**src/rtl/pid_flag_mask_table_assert.svh**
```systemverilog
// ----------------------------------------------------------------------------
// pid_flag_mask_table assertion macros
// Clocked assertion wrappers; build with ASSERT_OFF defined to drop them.
// ----------------------------------------------------------------------------
`ifndef PID_FLAG_MASK_TABLE_ASSERT_SVH
`define PID_FLAG_MASK_TABLE_ASSERT_SVH

`ifndef ASSERT_OFF
`define PFMT_ASSERT(lbl, clk, rst, prop) \
   lbl: assert property (@(posedge clk) disable iff (rst) (prop)) \
      else $error("pid_flag_mask_table: assertion failed");
`define PFMT_ASSERT_NEVER(lbl, clk, rst, expr) \
   lbl: assert property (@(posedge clk) disable iff (rst) !(expr)) \
      else $error("pid_flag_mask_table: forbidden condition seen");
`else
`define PFMT_ASSERT(lbl, clk, rst, prop)
`define PFMT_ASSERT_NEVER(lbl, clk, rst, expr)
`endif

`endif

```
**src/rtl/pfmt_pkg.sv**
```systemverilog
// ----------------------------------------------------------------------------
// pfmt_pkg
// Transaction types, command codes and table entry layout.
// ----------------------------------------------------------------------------
package pfmt_pkg;

   localparam logic [1:0] MODE_HIDE       = 2'd0;
   localparam logic [1:0] MODE_UNHIDE     = 2'd1;
   localparam logic [1:0] MODE_UNHIDE_ALL = 2'd2;
   localparam logic [1:0] MODE_QUERY      = 2'd3;

   typedef struct packed {
      logic [1:0]  mode;
      logic [31:0] pid;
      logic [31:0] type_mask;
   } req_type;

   typedef struct packed {
      logic       hidden;
      logic       was_found;
      logic       full_reject;
      logic [5:0] entry_count;
   } rsp_type;

   typedef struct packed {
      logic        valid;
      logic [31:0] key;
      logic [31:0] flags;
   } entry_type;

   localparam int ENTRY_W = $bits(entry_type);

endpackage

```
**src/rtl/pfmt_ram.sv**
```systemverilog
// ----------------------------------------------------------------------------
// pfmt_ram
// Simple dual-port RAM: one write port, one read port, registered read data.
// ----------------------------------------------------------------------------
module pfmt_ram #(
   parameter int WIDTH = 65,
   parameter int DEPTH = 32,
   parameter int AW    = 5
) (
   input  logic             clock,
   input  logic             wr_en,
   input  logic [AW-1:0]    wr_addr,
   input  logic [WIDTH-1:0] wr_data,
   input  logic [AW-1:0]    rd_addr,
   output logic [WIDTH-1:0] rd_data
);

   logic [WIDTH-1:0] mem_ff [DEPTH];
   logic [WIDTH-1:0] rd_data_ff;

   always_ff @(posedge clock) begin
      if (wr_en) begin
         mem_ff[wr_addr] <= wr_data;
      end
      rd_data_ff <= mem_ff[rd_addr];
   end

   assign rd_data = rd_data_ff;

endmodule

```
**src/rtl/pid_flag_mask_table.sv**
```systemverilog
// ----------------------------------------------------------------------------
// pid_flag_mask_table
// Table of process IDs, each holding a 32-bit flag mask, kept in one RAM.
// ----------------------------------------------------------------------------
// A command is taken when start is high and busy is low. Every command reads
// the whole table once through the RAM read port (one entry per cycle, with
// registered read data), closes the scan, then writes back at most one
// entry. The result shows on rsp_data for one cycle with rsp_valid; busy
// drops in that same cycle, so the next command can already be taken in it,
// but not while one is still in progress. The receiver must take the result
// when it appears. Unhide-all clears each entry right after the scan reads
// it, so it costs no extra time. After reset the block sweeps every RAM
// entry to mark it free, with busy high.
// ----------------------------------------------------------------------------
`include "pid_flag_mask_table_assert.svh"

module pid_flag_mask_table
   import pfmt_pkg::*;
#(
   parameter int TABLE_ENTRIES = 32
) (
   input  logic    clock,
   input  logic    reset,
   input  logic    start,
   output logic    busy,
   input  req_type req_data,
   output logic    rsp_valid,
   output rsp_type rsp_data
);

   localparam int AW = (TABLE_ENTRIES > 1) ? $clog2(TABLE_ENTRIES) : 1;
   localparam int CW = $clog2(TABLE_ENTRIES + 1);

   typedef enum logic [3:0] {
      ST_CLEAR = 4'b0001,
      ST_IDLE  = 4'b0010,
      ST_SCAN  = 4'b0100,
      ST_DONE  = 4'b1000
   } state_type;

   state_type     state_ff, state_in;
   logic [CW-1:0] cnt_ff, cnt_in;
   req_type       req_ff, req_in;
   logic          dvalid_ff, dvalid_in;
   logic [AW-1:0] didx_ff, didx_in;
   logic          hit_ff, hit_in;
   logic [AW-1:0] hit_idx_ff, hit_idx_in;
   logic [31:0]   hit_flags_ff, hit_flags_in;
   logic          free_ff, free_in;
   logic [AW-1:0] free_idx_ff, free_idx_in;
   logic [CW-1:0] used_ff, used_in;
   logic          rsp_valid_ff, rsp_valid_in;
   rsp_type       rsp_ff, rsp_in;

   logic                ram_we;
   logic [AW-1:0]       ram_waddr;
   logic [ENTRY_W-1:0]  ram_wdata;
   logic [AW-1:0]       ram_raddr;
   logic [ENTRY_W-1:0]  ram_rdata;
   entry_type           rd_entry;
   entry_type           wr_entry;
   logic                issue;
   logic [31:0]         new_flags;
   logic [CW+5:0]       used_ext;

   pfmt_ram #(
      .WIDTH (ENTRY_W),
      .DEPTH (TABLE_ENTRIES),
      .AW    (AW)
   ) u_ram (
      .clock   (clock),
      .wr_en   (ram_we),
      .wr_addr (ram_waddr),
      .wr_data (ram_wdata),
      .rd_addr (ram_raddr),
      .rd_data (ram_rdata)
   );

   assign rd_entry  = entry_type'(ram_rdata);
   assign ram_wdata = ENTRY_W'(wr_entry);
   assign ram_raddr = cnt_ff[AW-1:0];
   assign issue     = (state_ff == ST_SCAN) && (cnt_ff != CW'(TABLE_ENTRIES));

   always_comb begin
      state_in     = state_ff;
      cnt_in       = cnt_ff;
      req_in       = req_ff;
      dvalid_in    = 1'b0;
      didx_in      = cnt_ff[AW-1:0];
      hit_in       = hit_ff;
      hit_idx_in   = hit_idx_ff;
      hit_flags_in = hit_flags_ff;
      free_in      = free_ff;
      free_idx_in  = free_idx_ff;
      used_in      = used_ff;
      rsp_valid_in = 1'b0;
      rsp_in       = rsp_ff;
      ram_we       = 1'b0;
      ram_waddr    = cnt_ff[AW-1:0];
      wr_entry     = '0;
      new_flags    = hit_flags_ff & ~req_ff.type_mask;
      used_ext     = '0;

      unique case (state_ff)
         ST_CLEAR: begin
            ram_we = 1'b1;
            if (cnt_ff == CW'(TABLE_ENTRIES - 1)) begin
               cnt_in   = '0;
               state_in = ST_IDLE;
            end else begin
               cnt_in = cnt_ff + 1'b1;
            end
         end
         ST_IDLE: begin
            if (start) begin
               req_in   = req_data;
               cnt_in   = '0;
               hit_in   = 1'b0;
               free_in  = 1'b0;
               state_in = ST_SCAN;
            end
         end
         ST_SCAN: begin
            if (issue) begin
               cnt_in    = cnt_ff + 1'b1;
               dvalid_in = 1'b1;
            end
            if (dvalid_ff) begin
               if (rd_entry.valid && rd_entry.key == req_ff.pid && !hit_ff) begin
                  hit_in       = 1'b1;
                  hit_idx_in   = didx_ff;
                  hit_flags_in = rd_entry.flags;
               end
               if (!rd_entry.valid && !free_ff) begin
                  free_in     = 1'b1;
                  free_idx_in = didx_ff;
               end
               // unhide-all frees each entry once the scan has read it
               if (req_ff.mode == MODE_UNHIDE_ALL) begin
                  ram_we    = 1'b1;
                  ram_waddr = didx_ff;
               end
            end
            if (!issue && !dvalid_ff) begin
               state_in = ST_DONE;
            end
         end
         ST_DONE: begin
            rsp_in.hidden      = 1'b0;
            rsp_in.was_found   = hit_ff;
            rsp_in.full_reject = 1'b0;
            case (req_ff.mode)
               MODE_HIDE: begin
                  if (hit_ff) begin
                     ram_we         = 1'b1;
                     ram_waddr      = hit_idx_ff;
                     wr_entry.valid = 1'b1;
                     wr_entry.key   = req_ff.pid;
                     wr_entry.flags = hit_flags_ff | req_ff.type_mask;
                  end else if (free_ff) begin
                     ram_we         = 1'b1;
                     ram_waddr      = free_idx_ff;
                     wr_entry.valid = 1'b1;
                     wr_entry.key   = req_ff.pid;
                     wr_entry.flags = req_ff.type_mask;
                     used_in        = used_ff + 1'b1;
                  end else begin
                     rsp_in.full_reject = 1'b1;
                  end
               end
               MODE_UNHIDE: begin
                  if (hit_ff) begin
                     ram_we         = 1'b1;
                     ram_waddr      = hit_idx_ff;
                     wr_entry.valid = (new_flags != 32'd0);
                     wr_entry.key   = req_ff.pid;
                     wr_entry.flags = new_flags;
                     if (new_flags == 32'd0 && used_ff != '0) begin
                        used_in = used_ff - 1'b1;
                     end
                  end
               end
               MODE_UNHIDE_ALL: begin
                  used_in = '0;
               end
               default: begin
                  rsp_in.hidden = hit_ff &&
                     ((hit_flags_ff & req_ff.type_mask) == req_ff.type_mask);
               end
            endcase
            used_ext           = {6'd0, used_in};
            rsp_in.entry_count = used_ext[5:0];
            rsp_valid_in       = 1'b1;
            state_in           = ST_IDLE;
         end
         default: begin
            state_in = ST_IDLE;
         end
      endcase
   end

   always_ff @(posedge clock) begin
      if (reset) begin
         state_ff     <= ST_CLEAR;
         cnt_ff       <= '0;
         dvalid_ff    <= 1'b0;
         hit_ff       <= 1'b0;
         free_ff      <= 1'b0;
         used_ff      <= '0;
         rsp_valid_ff <= 1'b0;
      end else begin
         state_ff     <= state_in;
         cnt_ff       <= cnt_in;
         dvalid_ff    <= dvalid_in;
         hit_ff       <= hit_in;
         free_ff      <= free_in;
         used_ff      <= used_in;
         rsp_valid_ff <= rsp_valid_in;
      end
      req_ff       <= req_in;
      didx_ff      <= didx_in;
      hit_idx_ff   <= hit_idx_in;
      hit_flags_ff <= hit_flags_in;
      free_idx_ff  <= free_idx_in;
      rsp_ff       <= rsp_in;
   end

   assign busy      = (state_ff != ST_IDLE);
   assign rsp_valid = rsp_valid_ff;
   assign rsp_data  = rsp_ff;

   `PFMT_ASSERT_NEVER(a_count_range, clock, reset, used_ff > CW'(TABLE_ENTRIES))
   `PFMT_ASSERT(a_rsp_after_done, clock, reset, rsp_valid_ff |-> $past(state_ff == ST_DONE))
   `PFMT_ASSERT(a_reject_only_full, clock, reset, (rsp_valid_ff && rsp_ff.full_reject) |-> (used_ff == CW'(TABLE_ENTRIES)))
   `PFMT_ASSERT_NEVER(a_hidden_needs_hit, clock, reset, rsp_valid_ff && rsp_ff.hidden && !rsp_ff.was_found)
   `PFMT_ASSERT_NEVER(a_no_write_idle, clock, reset, (state_ff == ST_IDLE) && ram_we)

endmodule

```
**config.mk**
```make
export PLATFORM = sky130hd
export DESIGN_NAME = pid_flag_mask_table
export DESIGN_NICKNAME = d
export VERILOG_FILES = /design/src/rtl/pfmt_pkg.sv /design/src/rtl/pfmt_ram.sv /design/src/rtl/pid_flag_mask_table.sv
export VERILOG_INCLUDE_DIRS = /design/src /design/src/rtl
export SDC_FILE = /design/constraint.sdc
export NUM_CORES = 2
export LEC_CHECK = 0
export ABC_AREA = 1
export BUFFER_PORTS_ARGS = -buffer_cell sky130_fd_sc_hd__buf_2
export CAP_MARGIN = 20
export CELL_PAD_IN_SITES_DETAIL_PLACEMENT = 0
export CELL_PAD_IN_SITES_GLOBAL_PLACEMENT = 1
export CORE_ASPECT_RATIO = 0.7
export CORE_MARGIN = 3
export CORE_UTILIZATION = 45
export CTS_CLUSTER_SIZE = 24
export DETAILED_ROUTE_END_ITERATION = 16
export PLACE_DENSITY_LB_ADDON = 0.12
export SYNTH_ARGS = -nofsm -noshare
export SYNTH_HDL_FRONTEND = slang
export SYNTH_SLANG_ARGS = --single-unit
```
**constraint.sdc**
```tcl
create_clock -name clock -period 6.09 [get_ports clock]
set_input_delay 0.609 -clock clock [delete_from_list [all_inputs] [get_ports clock]]
set_output_delay 0.609 -clock clock [all_outputs]
set_load 0.02 [all_outputs]
```
[After elaboration in Yosys (flattened, before gate mapping)]
Memories as Yosys holds them, arrays and structs flattened. A register that Yosys moved wholly into a read port is not among the register bits.
Index checks and enable logic that the tools add are counted.
Word-level totals
  flip-flop bits (word level): 142
  bits in latches: 0
  memory bits (writable): 2080
  bits in read-only memories: 0
  input port bits: 69
  output and inout bits: 11
  word-level logic and storage cells: 118
  memories kept: 1
Cells by class
  $add $sub $neg: 3
  multipliers: 0
  divide/modulo/power cells: 0
  $lt $le $gt $ge: 0
  equal/unequal tests: 18
  shifts and indexed selects: 0
  mux-type cells: 44
  bitwise operators: 6
  reduce and logical (&&, ||, !) cells: 28
Memory list
  u_ram.mem_ff: depth 32, width 65, rd ports 1, clocked after memory_dff 1, write ports 1, RTL line pfmt_ram.sv:18  | logic [WIDTH-1:0] mem_ff [DEPTH];
Operator list (count)
  65-bit two-way mux: 4
  65-bit case mux with 2 select lines: 1
  32-bit AND: 2
  32-bit equality test: 2
  6-bit two-way mux: 7
  6-bit case mux with 3 select lines: 2
  32-bit zero test: 1
  32-bit NOT: 1
  32-bit OR: 1
  32-bit nonzero test: 1
  5-bit two-way mux: 5
  5-bit case mux with 2 select lines: 2
  1-bit two-way mux: 15
  6-bit by 1-bit adder with 6-bit output, second input constant: 2
  4-bit two-way mux: 3
  4-bit case mux with 3 select lines: 1
  3-bit AND reduction: 4
  2-bit != test, second input constant: 4
  4-bit AND reduction: 2
  1-bit logical AND: 7
  6-bit by 5-bit equality test with 1-bit output, second input constant: 1
  2-bit by 1-bit != test with 1-bit output, second input constant: 3
  6-bit != test, second input constant: 1
  1-bit case mux with 2 select lines: 3
  18 further kinds: 24

[Depth between registers and ports, before layout]
  depth in word-level cells: 7
  mapped depth: 14

[Hierarchy]
Synthesis repeated with hierarchy kept, for this count alone.
Second synthesis, totals
  cell total of the unflattened synthesis: 7690
  area total of the unflattened synthesis: 92017.0 sq um
By module, submodules not included
  pfmt_ram: times used 1, cells an instance 6866, area each 84659.9 sq um, seq. area each 63761.2 sq um
  pid_flag_mask_table: times used 1, cells an instance 824, area each 7357.1 sq um, seq. area each 4013.8 sq um

[Worst setup path after synthesis]
OpenSTA, ideal clock, no wires.
  path kind: reg2reg
  from: register req_ff[65] (netlist name)
  to: memory u_ram.mem_ff[0][0] (enable)
  library setup time: 0.488 ns
  arrival time: 4.232 ns
  required time: 5.602 ns
  path slack: 1.369 ns
  cell stages (with the launch flop): 12
  buffers on the path: 0
  cells stage by stage: edfxtp_1 nor2_4 nand2_2 nand2_2 nand3_1 nand3_1 a21oi_1 o21ai_2 o21ai_4 nor2_1 nand2_1 nor2_1
On the way
  word-level cells in the longest chain between the ends: 6
RTL lines
  start: declaration: RTL line pid_flag_mask_table.sv:43  | req_type req_ff, req_in;
  start signal: assignment: RTL line pid_flag_mask_table.sv:220  | req_ff <= req_in;
  2-bit equality test: RTL line pid_flag_mask_table.sv:139  | if (req_ff.mode == MODE_UNHIDE_ALL) begin
  1-bit two-way mux: RTL line pid_flag_mask_table.sv:139
  1-bit two-way mux: RTL line pid_flag_mask_table.sv:128  | if (dvalid_ff) begin
  1-bit case mux with 3 select lines: RTL line pid_flag_mask_table.sv:104  | unique case (state_ff)
  1-bit two-way mux: RTL line pfmt_ram.sv:22  | if (wr_en) begin
  1-bit two-way mux (implied by the code): RTL line pfmt_ram.sv:23  | mem_ff[wr_addr] <= wr_data;
  end: declaration: RTL line pfmt_ram.sv:18
Several ways; a longest one is shown, not always the timed one.

[Final worst setup path]
  from: register hit_ff
  to: memory u_ram.mem_ff[18][3] (enable)
On the way
  word-level cells in the longest chain between the ends: 5
RTL lines
  start: declaration: RTL line pid_flag_mask_table.sv:46  | logic hit_ff, hit_in;
  start signal: assignment: RTL line pid_flag_mask_table.sv:215  | hit_ff <= hit_in;
  1-bit two-way mux (on tied branches): RTL line pid_flag_mask_table.sv:172, pid_flag_mask_table.sv:154
  1-bit case mux with 2 select lines: RTL line pid_flag_mask_table.sv:152  | case (req_ff.mode)
  1-bit case mux with 3 select lines: RTL line pid_flag_mask_table.sv:104
  1-bit two-way mux: RTL line pfmt_ram.sv:22
  1-bit two-way mux (implied by the code): RTL line pfmt_ram.sv:23
Several ways; a longest one is shown, not always the timed one.

==> metrics.txt <==
Synth top area share=73.80%; final hold vios=0; Die Ht=378.9 um; Worst Path Arrival=4.96 ns; Post-synth ARST share=0%; R2R Setup Slk=1.62 ns; largest area contributor in the netlist=edfxtp_1; CTS sink count=2287; R2R cell count=11; Initial Util=45.41%; Unique masters post-synth=50; total track usage=26.06%; Detail Route Antenna Nets=0; global route total overflow=0; Setup CP Type=flop to flop; outcome=completed; GPL Wtd Cong=0.8600; main area contributors after synthesis=edfxtp_1, o21ai_0, nor2_1; final worst path period need=4.475 ns; Synthesized Nets=6831; Rel. slew slack=23.41%; Worst EP required=6.58 ns; syn_area_per_cell=13.23 sq um; cells after synthesis=6757; die width=538.7 um; Seq/Total Area, Yosys=75.81%; setup bufs post-CTS=0; Post-synth top cells=edfxtp_1, nor2_1, o21ai_0, nand2_1, o22ai_1; FF-to-FF Start=hit_ff$_SDFFE_PP0P_; Fin Clk Skew=0.03996 ns; root buf cell=clkbuf_16; H-tree levels=4; core area=0.1969 sq mm; worst hold path type=input pin to flop; routed len/inst=28.09 um; CP startpoint kind=flop; period utilisation layout=73.48%; Initial DRT Pass Iterations=6; final setup vio count=0; critical path endpoint category=flop; VDD IR max=359.4 uV; power consumption=39.31 mW; die area=0.2041 sq mm; largest buffer count on any clock path=4; Post-Syn Area=0.08940 sq mm; num rows=136; Finished Cell Area=0.1006 sq mm; residual DRC count=0; total number of yosys warnings=0; Setup WS pre-CTS=1.666 ns; Lkg Pwr=32.29 nW; CTS tree=done; most frequent cell after synthesis=edfxtp_1; Critical Path Fanout Max=33; via count=56901; Yosys reg bits=2287; number of I/O port buffers=79; number of global-route vias before repair=52880; post-CTS resize count=0; Clock transition at path regs=0.07 ns; maxcap violations=0; RR Endpoint=u_ram.mem_ff[18][3]$_DFFE_PP_; largest net degree at the start of global routing=216; Core Util, Final=51.08%; Vias/cell=5.892; final worst slack=1.615 ns; Post-synth EDFFs=2197; hold depth=2; Power per Cell Area=390.9 mW/mm^2; final net count=6925; fmax=223.5 MHz; first-pass GRT wire length=389000 um; max-slew violation count=0; Worst Tran Pin Value=1.149 ns; RSZ-0062 raised after global routing=no; Hold Startpoint=reset; WHS Endpoint=dvalid_ff$_SDFF_PP0_; prevailing post-synth register cell=edfxtp_1; area grow syn2layout=12.49%; share of cells above drive strength 1=9.414%; placed cell areas=0.09301 sq mm; io pins=80; Iter 0 DRT Violations=7130; WL final=271200 um; setup TNS=0 ns; DPL Wire Length=148300 um; Post-CTS Hold Buffers=66; TritonCTS buffer count=222; initial antenna violation count=5; Clk Latency, worst-skew pair=0.86 ns
## cells in the final DEF, fill, tap and decap left out, drive strengths merged, types with 28 or more instances in the layout
| cell | instances |
|---|---|
| o21ai | 1097 |
| o211ai | 43 |
| nor3 | 38 |
| buf | 257 |
| o221ai | 107 |
| o22ai | 415 |
| nand4 | 28 |
| dfxtp | 90 |
| o311ai | 39 |
| nand2 | 439 |
| inv | 155 |
| clkinv | 79 |
| clkbuf | 310 |
| dlygate4sd3 | 66 |
| a21oi | 60 |
| a32oi | 41 |
| nor2 | 1326 |
| nand3 | 126 |
| a22o | 39 |
| edfxtp | 2197 |
## worst max-delay path: stages, from the launching register on
cell and delay [ns]:
dfxtp_2 0.99, inv_2 0.52, nand2_1 0.29, inv_1 0.12, nand4_1 0.11, nand3_1 0.13, a21oi_2 0.30, inv_2 0.12
nor2_2 0.12, nand2_2 0.15, nor2_4 0.70, buf_4 0.53
## where the power goes
| group | switching [mW] | leakage, nW | internal (mW) |
|---|---|---|---|
| sequential | 0.503 | 20.6 | 18.0 |
| combinational | 5.41 | 8.36 | 2.14 |
| clock | 5.83 | 3.35 | 7.48 |
| total | 11.7 | 32.3 | 27.6 |
## area by class of cell
type | instances | area, sq um
fillers | 16806 | 96320
inverters | 154 | 621.8
well taps | 2622 | 3281
diodes | 3 | 7.507
clock inverters | 95 | 739.5
flip-flops and latches | 2287 | 67790
clock buffers | 310 | 6128
repair buffers | 323 | 2708
multi-input cells | 3863 | 19280
## logic make-up after synthesis
kind of cell	Yosys count	synth area share (%)
flip-flops	2287	75.81
AO/OA/AOI/OAI	1869	12.22
buffers and inverters	607	2.991
AND/OR/NAND/NOR	1981	8.824
XOR/XNOR	8	0.07838
adder cells (fa/ha/maj)	5	0.06998
## state kept, by name, indices dropped and copies added, names as in the netlist
signal / flops
free_idx_ff: 5
hit_ff: 1
hit_flags_ff: 32
dvalid_ff: 1
state_ff: 4
u_ram.mem_ff: 2080
used_ff: 6
req_ff: 66
didx_ff: 5
hit_idx_ff: 5
free_ff: 1
cnt_ff: 6
rsp_data: 9
rsp_valid: 1
u_ram.rd_data: 65
## worst max-delay path by stage
stage               cells past startpoint  slack, ns                 start                        endpoint
CTS                                    11       1.71   hit_ff$_SDFFE_PP0P_   u_ram.mem_ff[18][9]$_DFFE_PP_
detailed placement                     11       1.67   hit_ff$_SDFFE_PP0P_  u_ram.mem_ff[18][10]$_DFFE_PP_
global placement                       11       1.68   hit_ff$_SDFFE_PP0P_  u_ram.mem_ff[18][10]$_DFFE_PP_
floorplan                              11       1.37  req_ff[65]$_DFFE_PP_    u_ram.mem_ff[0][0]$_DFFE_PP_
global route                           11       1.40   hit_ff$_SDFFE_PP0P_  u_ram.mem_ff[18][12]$_DFFE_PP_
finish                                 11       1.62   hit_ff$_SDFFE_PP0P_   u_ram.mem_ff[18][3]$_DFFE_PP_
## routing by layer
layer	vias to the layer above	part of all wire, %	GRT usage [%]
met1	28766	47	41.10
met4	0	1.9	5.492
li1	25406	-	-
met5	-	0	0
met3	330	8.0	3.894
met2	2399	43	38.21
## metrics by stage
| step | hold WS (ns) | std cells |
|---|---|---|
| after floorplan | 0.3258 | 6757 |
| after global placement | 0.3864 | 9181 |
| after detailed placement | 0.3906 | 9182 |
| after CTS | 0.09340 | 9653 |
| after global routing | 0.1525 | 9654 |
| final | 0.1585 | 9657 |
No activity file was read; power rests on OpenSTA's default activity.
